**src/sv/bex_pkg.sv**
```systemverilog
package bex_pkg;

    // Sizes of the mer code space and of a sequence
    localparam int MER_LENGTH = 3;
    localparam int KEY_COUNT  = 64;
    localparam int MAX_LENGTH = 4096;

    // Field widths
    localparam int CODE_W = 7;
    localparam int KEY_W  = 6;
    localparam int FLD_W  = 12;
    localparam int POS_W  = 13;

    // Byte-padded stream widths
    localparam int S_DATA_W = 8;
    localparam int M_DATA_W = 32;
    localparam int M_PAD_W  = M_DATA_W - KEY_W - 2 * FLD_W;

    // Item held in the working stage
    typedef struct packed {
        logic              start;
        logic [CODE_W-1:0] code;
    } stage_t;

    // Outcome of one item: table update, baton and next position
    typedef struct packed {
        logic             wr_en;
        logic             emit;
        logic [FLD_W-1:0] here;
        logic [POS_W-1:0] pos_next;
        logic [KEY_W-1:0] key;
        logic [FLD_W-1:0] begin_res;
        logic [FLD_W-1:0] width;
    } dec_t;

endpackage

```
**src/sv/bex_table.sv**
```systemverilog
module bex_table (
    input  logic                      aclk,
    input  logic                      rd_en,
    input  logic [bex_pkg::KEY_W-1:0] rd_addr,
    input  logic                      wr_en,
    input  logic [bex_pkg::KEY_W-1:0] wr_addr,
    input  logic [bex_pkg::FLD_W-1:0] wr_data,
    output logic [bex_pkg::FLD_W-1:0] rd_data
);
    import bex_pkg::*;

    logic [FLD_W-1:0] pos_mem_reg [KEY_COUNT];
    logic [FLD_W-1:0] rd_data_reg;

    // Write the last position; read with forwarding of a same-cycle write
    always_ff @(posedge aclk) begin
        if (wr_en) begin
            pos_mem_reg[wr_addr] <= wr_data;
        end
        if (rd_en) begin
            if (wr_en && (wr_addr == rd_addr)) begin
                rd_data_reg <= wr_data;
            end else begin
                rd_data_reg <= pos_mem_reg[rd_addr];
            end
        end
    end

    assign rd_data = rd_data_reg;

endmodule

```
**src/sv/bex_eval.sv**
```systemverilog
module bex_eval (
    input  bex_pkg::stage_t           stage_i,
    input  logic                      seen_i,
    input  logic [bex_pkg::FLD_W-1:0] last_i,
    input  logic [bex_pkg::POS_W-1:0] pos_i,
    output bex_pkg::dec_t             dec_o
);
    import bex_pkg::*;

    logic [POS_W-1:0] here;
    logic             in_range;
    logic             code_ok;
    logic             hit;
    logic [FLD_W-1:0] distance;
    logic             far;

    // Restart the position count on a start item, saturate at the end
    assign here     = stage_i.start ? '0 : pos_i;
    assign in_range = (here < POS_W'(MAX_LENGTH));
    assign code_ok  = (stage_i.code < CODE_W'(KEY_COUNT));
    assign hit      = seen_i && !stage_i.start;
    assign distance = here[FLD_W-1:0] - last_i;
    assign far      = (distance >= FLD_W'(MER_LENGTH));

    always_comb begin
        dec_o           = '0;
        dec_o.here      = here[FLD_W-1:0];
        dec_o.pos_next  = in_range ? (here + POS_W'(1)) : here;
        dec_o.key       = stage_i.code[KEY_W-1:0];
        dec_o.begin_res = last_i;
        dec_o.width     = distance;
        if (in_range && code_ok) begin
            if (!hit) begin
                // First occurrence: record only
                dec_o.wr_en = 1'b1;
            end else if (far) begin
                dec_o.wr_en = 1'b1;
                dec_o.emit  = 1'b1;
            end
        end
    end

endmodule

```
**src/sv/baton_extractor.sv**
```systemverilog
// Baton extractor: pairs repeated k-mer codes in a stream of mer codes.
// Input channel s_*: one mer per item. tdata carries the mer code (code
// KEY_COUNT or above marks an invalid mer, which is skipped but still
// uses up a position); tuser carries the start flag that clears the
// table and restarts the position count at this mer.
// Result channel m_*: one baton item (key, begin, width) for each repeat
// of a code that lies at least MER_LENGTH positions after its recorded
// position; shorter repeats and mers past MAX_LENGTH-1 give nothing.
// A baton is built in the working stage and shown from the output register.
// Throughput: one mer per cycle while the receiver does not stall; the
// position table is read at accept time and written when the mer leaves the
// working stage, with the write forwarded to a same-cycle read of that code.
// Reset clears the seen bits, the position count and both valid flags;
// the position store is left as it is and is only read under a seen bit.
// When the receiver stalls, the baton holds in the output register and
// the working stage holds too, so s_tready falls until m_tready returns.
module baton_extractor (
    input  logic                         aclk,
    input  logic                         aresetn,
    input  logic                         s_tvalid,
    output logic                         s_tready,
    input  logic [bex_pkg::S_DATA_W-1:0] s_tdata,  // [6:0] mer_code
    input  logic                         s_tuser,  // [0] start_req
    output logic                         m_tvalid,
    input  logic                         m_tready,
    output logic [bex_pkg::M_DATA_W-1:0] m_tdata   // [5:0] key, [17:6] begin_res, [29:18] width
);
    import bex_pkg::*;

    logic                 s_accept;
    logic                 out_free;
    logic                 adv;

    logic                 v1_reg;
    logic                 v1_next;
    stage_t               st_reg;
    logic [POS_W-1:0]     pos_reg;
    logic [POS_W-1:0]     pos_next;
    logic [KEY_COUNT-1:0] seen_reg;
    logic [KEY_COUNT-1:0] seen_next;
    logic                 m_valid_reg;
    logic                 m_valid_next;
    logic [M_DATA_W-1:0]  m_data_reg;

    logic [FLD_W-1:0]     last_pos;
    logic [KEY_W-1:0]     st_key;
    dec_t                 dec;

    // Handshake: the working stage moves on once the output register is free
    assign out_free = !m_valid_reg || m_tready;
    assign adv      = v1_reg && out_free;
    assign s_tready = !v1_reg || out_free;
    assign s_accept = s_tvalid && s_tready;
    assign st_key   = st_reg.code[KEY_W-1:0];

    // Position store
    bex_table u_table (
        .aclk    (aclk),
        .rd_en   (s_accept),
        .rd_addr (s_tdata[KEY_W-1:0]),
        .wr_en   (adv && dec.wr_en),
        .wr_addr (st_key),
        .wr_data (dec.here),
        .rd_data (last_pos)
    );

    // Decide record, baton or nothing for the working item
    bex_eval u_eval (
        .stage_i (st_reg),
        .seen_i  (seen_reg[st_key]),
        .last_i  (last_pos),
        .pos_i   (pos_reg),
        .dec_o   (dec)
    );

    // Next state of the control registers
    always_comb begin
        v1_next      = v1_reg;
        pos_next     = pos_reg;
        seen_next    = seen_reg;
        m_valid_next = m_valid_reg;
        if (adv) begin
            v1_next      = 1'b0;
            pos_next     = dec.pos_next;
            m_valid_next = dec.emit;
            if (st_reg.start) begin
                seen_next = '0;
            end
            if (dec.wr_en) begin
                seen_next[st_key] = 1'b1;
            end
        end else if (m_tready) begin
            m_valid_next = 1'b0;
        end
        if (s_accept) begin
            v1_next = 1'b1;
        end
    end

    always_ff @(posedge aclk) begin
        if (!aresetn) begin
            v1_reg      <= 1'b0;
            pos_reg     <= '0;
            seen_reg    <= '0;
            m_valid_reg <= 1'b0;
        end else begin
            v1_reg      <= v1_next;
            pos_reg     <= pos_next;
            seen_reg    <= seen_next;
            m_valid_reg <= m_valid_next;
        end
    end

    // Capture the item and load the baton
    always_ff @(posedge aclk) begin
        if (s_accept) begin
            st_reg.start <= s_tuser;
            st_reg.code  <= s_tdata[CODE_W-1:0];
        end
        if (adv && dec.emit) begin
            m_data_reg <= {M_PAD_W'(0), dec.width, dec.begin_res, dec.key};
        end
    end

    assign m_tvalid = m_valid_reg;
    assign m_tdata  = m_data_reg;

`ifndef SYNTHESIS
    // A baton always spans at least one mer length
    a_width_min: assert property (@(posedge aclk) disable iff (!aresetn)
        m_tvalid |-> (m_tdata[29:18] >= FLD_W'(MER_LENGTH)))
        else $error("baton narrower than a mer");

    // Both ends of a baton lie inside the sequence
    a_span: assert property (@(posedge aclk) disable iff (!aresetn)
        m_tvalid |-> (({1'b0, m_tdata[17:6]} + {1'b0, m_tdata[29:18]})
                      < POS_W'(MAX_LENGTH)))
        else $error("baton end past the sequence");

    // The position count never passes its saturation value
    a_pos_sat: assert property (@(posedge aclk) disable iff (!aresetn)
        pos_reg <= POS_W'(MAX_LENGTH))
        else $error("position count overran");

    // A start item leaves only its own code marked as seen
    a_start_clear: assert property (@(posedge aclk) disable iff (!aresetn)
        (adv && st_reg.start) |=> ($countones(seen_reg) <= 1))
        else $error("seen bits not cleared on start");
`endif

endmodule
```
**config.mk**
```make
export PLATFORM = sky130hd
export DESIGN_NAME = baton_extractor
export DESIGN_NICKNAME = d
export VERILOG_FILES = /design/src/sv/bex_pkg.sv /design/src/sv/bex_table.sv /design/src/sv/bex_eval.sv /design/src/sv/baton_extractor.sv
export SDC_FILE = /design/constraint.sdc
export NUM_CORES = 1
export LEC_CHECK = 0
export BUFFER_PORTS_ARGS = -buffer_cell sky130_fd_sc_hd__buf_2
export CAP_MARGIN = 15
export CORE_MARGIN = 4
export CORE_UTILIZATION = 35
export CTS_BUF_LIST = sky130_fd_sc_hd__clkbuf_16
export DETAILED_ROUTE_END_ITERATION = 7
export PLACE_DENSITY = 0.54
export REMOVE_ABC_BUFFERS = 1
export SYNTH_ARGS = -nofsm -noshare
export SYNTH_HDL_FRONTEND = slang
export SYNTH_SLANG_ARGS = --single-unit
```
**constraint.sdc**
```tcl
create_clock -name aclk -period 7.9 [get_ports aclk]
set_clock_uncertainty 0.2 [all_clocks]
set_input_delay 0 -clock aclk [delete_from_list [all_inputs] [get_ports aclk]]
set_output_delay 0 -clock aclk [all_outputs]
set_load 0.005 [all_outputs]
```
==> reports/results.txt <==
Status: complete, no violations
I/O Buffers: 43
IO Pins: 47
Worst setup SP type: register
Critical path class: reg2reg
Core area: 0.1017 mm^2
Final antenna-violating net count: 0
Final wirelength: 88,230 um
Initial Utilization: 0.3522
Final Critical Period: 5.613 ns
Final Cycle Share: 0.7105
Root buffer cell: clkbuf_16
Max reg flops: 768
Clock sinks: 897
Final setup violation count: 0
Setup TNS: 0 ns
Die X: 328.0 um
Num CTS Buffers: 88
1st-pass router iterations: 5
Most used DFF post-synth: edfxtp_1
RSZ-0062 raised after global routing: false
Vias: 18,240
Synthesized netlist cell count: 1,854
DRC: 0
P&R area growth vs syn: 15.92%
Pleak: 13.72 nW
DR iter-0 viols: 1,741
Post-synthesis sequential area ratio: 0.7297
First-pass GRT wire length: 130,000 um
Max VDD drop: 0.1430 mV
Yosys top cell area share: 0.6856
Vias/cell: 5.342
Layout cells sized above 1: 0.3016
CTS tree: done
Longest Clk Path Bufs: 3
Critical Path Sink Type: register
Top cells by area, synth: edfxtp_1, mux4_2, dfxtp_1
Post-DP HPWL: 51,590 um
Hold crit path type: in2reg
Final setup margin: 2.287 ns
F_max: 0.1782 GHz
Largest net degree at the start of global routing: 140
Fin. Hold Viols: 0
Final nets: 2,001
Setup Buffers After CTS: 0
Worst-path clk slew: 0.06 ns
Dpl ws: 2.307 ns
Final Max Tran Viols: 0
Die Ht: 328.0 um
Initial antenna violation count: 4
Worst Path Required: 8.08 ns
Worst-margin pin slew: 1.040 ns
Yosys top cell by area: edfxtp_1
Async S/R FF share, synth: 0
Max Cap Violations: 0
Cell Area, Synth: 0.03583 mm^2
Register bit count reported by yosys: 897
GRT Util Overall: 0.1640
PwrDens: 229.6 mW/mm^2
Yosys cell types: 65
Vias in the first global route: 18,530
Synth warn: 0
CP Data Arrival Time: 5.80 ns
GR Overflow Total: 0
Final GP Congestion: 0.8060
Die area: 0.1076 mm^2
Relative slew slack: 0.3065
EDFF count, synth: 818
H-tree levels: 3
Syn Area/Cell: 19.33 um^2
Crit-path max FO: 129
Clk Latency, worst-skew pair: 0.65 ns
Wire per inst: 25.84 um
Rows: 117
[synth_stat cells (all sizes together) (4+ instances only)]
| cell type | number |
|---|---|
| edfxtp | 818 |
| a211oi | 4 |
| nor2 | 44 |
| and2 | 8 |
| nor3 | 9 |
| nand3 | 84 |
| or3 | 4 |
| nor4 | 65 |
| mux4 | 260 |
| xnor2 | 17 |
| nand2b | 6 |
| nand2 | 95 |
| o21ai | 71 |
| o21bai | 6 |
| buf | 45 |
| a21o | 4 |
| xor2 | 7 |
| mux2i | 8 |
| and3 | 5 |
| dfxtp | 79 |
| inv | 24 |
| mux2 | 17 |
| a22oi | 5 |
| ha | 8 |
| clkbuf | 77 |
| a21oi | 18 |
| nor2b | 24 |
[cell type report]
cell class | count | area [um^2]
diodes | 1 | 2.502
clock buffers | 91 | 2277
clock inverters | 66 | 524.3
fillers | 8920 | 60210
inverters | 24 | 90.09
multi-input cells | 812 | 9604
flip-flops and latches | 897 | 26150
well taps | 1368 | 1712
repair buffers | 156 | 1177
[per-layer routing]
metal | GRT usage | part of all wire
met5 | 0 | 0
met4 | 0.03726 | 0.017
met2 | 0.2790 | 0.51
met1 | 0.2257 | 0.43
met3 | 0.02251 | 0.049
[metrics by stage]
step	hold slack [ns]	power [mW]	std cells	area (um^2)	util
final	0.1530	9.534	3415	41530	0.4082
after global routing	0.2104	9.841	3415	41530	0.4082
after CTS	0.1594	9.631	3412	41500	0.4079
after detailed placement	-0.02117	5.555	3240	38550	0.3789
after global placement	-0.01610	5.553	3240	38550	0.3789
after floorplan	-0.1011	5.376	1733	35330	-
[cells by family after synthesis]
logic type / count (synthesis) / synth area share
AOI/OAI and AO/OA: 134 / 0.02235
xor gates and xnor gates: 24 / 0.005867
adders and majority gates: 10 / 0.003667
buffers and inverters: 146 / 0.01669
DFF: 897 / 0.7297
muxes: 285 / 0.1710
other: 1 / 0.0001047
and+or+nand+nor: 357 / 0.05060
[where the power goes]
| group | total, mW | internal (mW) | switching, mW |
|---|---|---|---|
| Clock | 4.08 | 2.32 | 1.76 |
| Sequential | 5.14 | 5.12 | 0.0143 |
| Combinational | 0.317 | 0.104 | 0.213 |
[critical path, stage by stage (launching register included)]
cell	delay [ns]
edfxtp_1	0.36
buf_4	0.29
inv_1	0.22
nand2_1	0.15
ha_1	0.24
fa_1	0.50
nor2_1	0.25
o41ai_1	0.14
a2111o_1	0.49
o2111ai_1	0.20
or3b_1	0.39
nand4bb_1	0.27
nor4b_4	0.30
buf_12	0.53
or3_4	0.36
mux2_2	0.35
[cells in the final DEF, fill, tap and decap left out, drive strengths merged, types with 9 or more instances in the layout]
cell type / n
mux4: 260
clkinv: 36
o21ai: 71
clkbuf: 92
inv: 45
a21oi: 18
nor3: 9
edfxtp: 818
mux2: 17
buf: 140
nor4: 65
nand2: 95
nor2b: 24
nor2: 44
dlygate4sd3: 15
nand3: 84
dfxtp: 79
xnor2: 17
[repair_timing]
item	CTS	global route
hold endpoints to repair	32	0
gates resized for setup	0	0
hold buffers	15	0
[worst paths after layout]
kind | cells past startpoint | startpoint | slack, ns | endpoint
hold reg to reg | 2 | seen_reg[33]$_SDFFE_PN0P_ | 0.24 | seen_reg[33]$_SDFFE_PN0P_
hold / removal | 2 | s_tdata[2] | 0.15 | st_key[2]$_DFFE_PP_
setup / recovery | 15 | st_reg[7]$_DFFE_PP_ | 2.29 | u_table.rd_data[0]$_DFFE_PP_
setup reg to reg | 15 | st_reg[7]$_DFFE_PP_ | 2.29 | u_table.rd_data[0]$_DFFE_PP_
(Power assumes the default switching activity.)
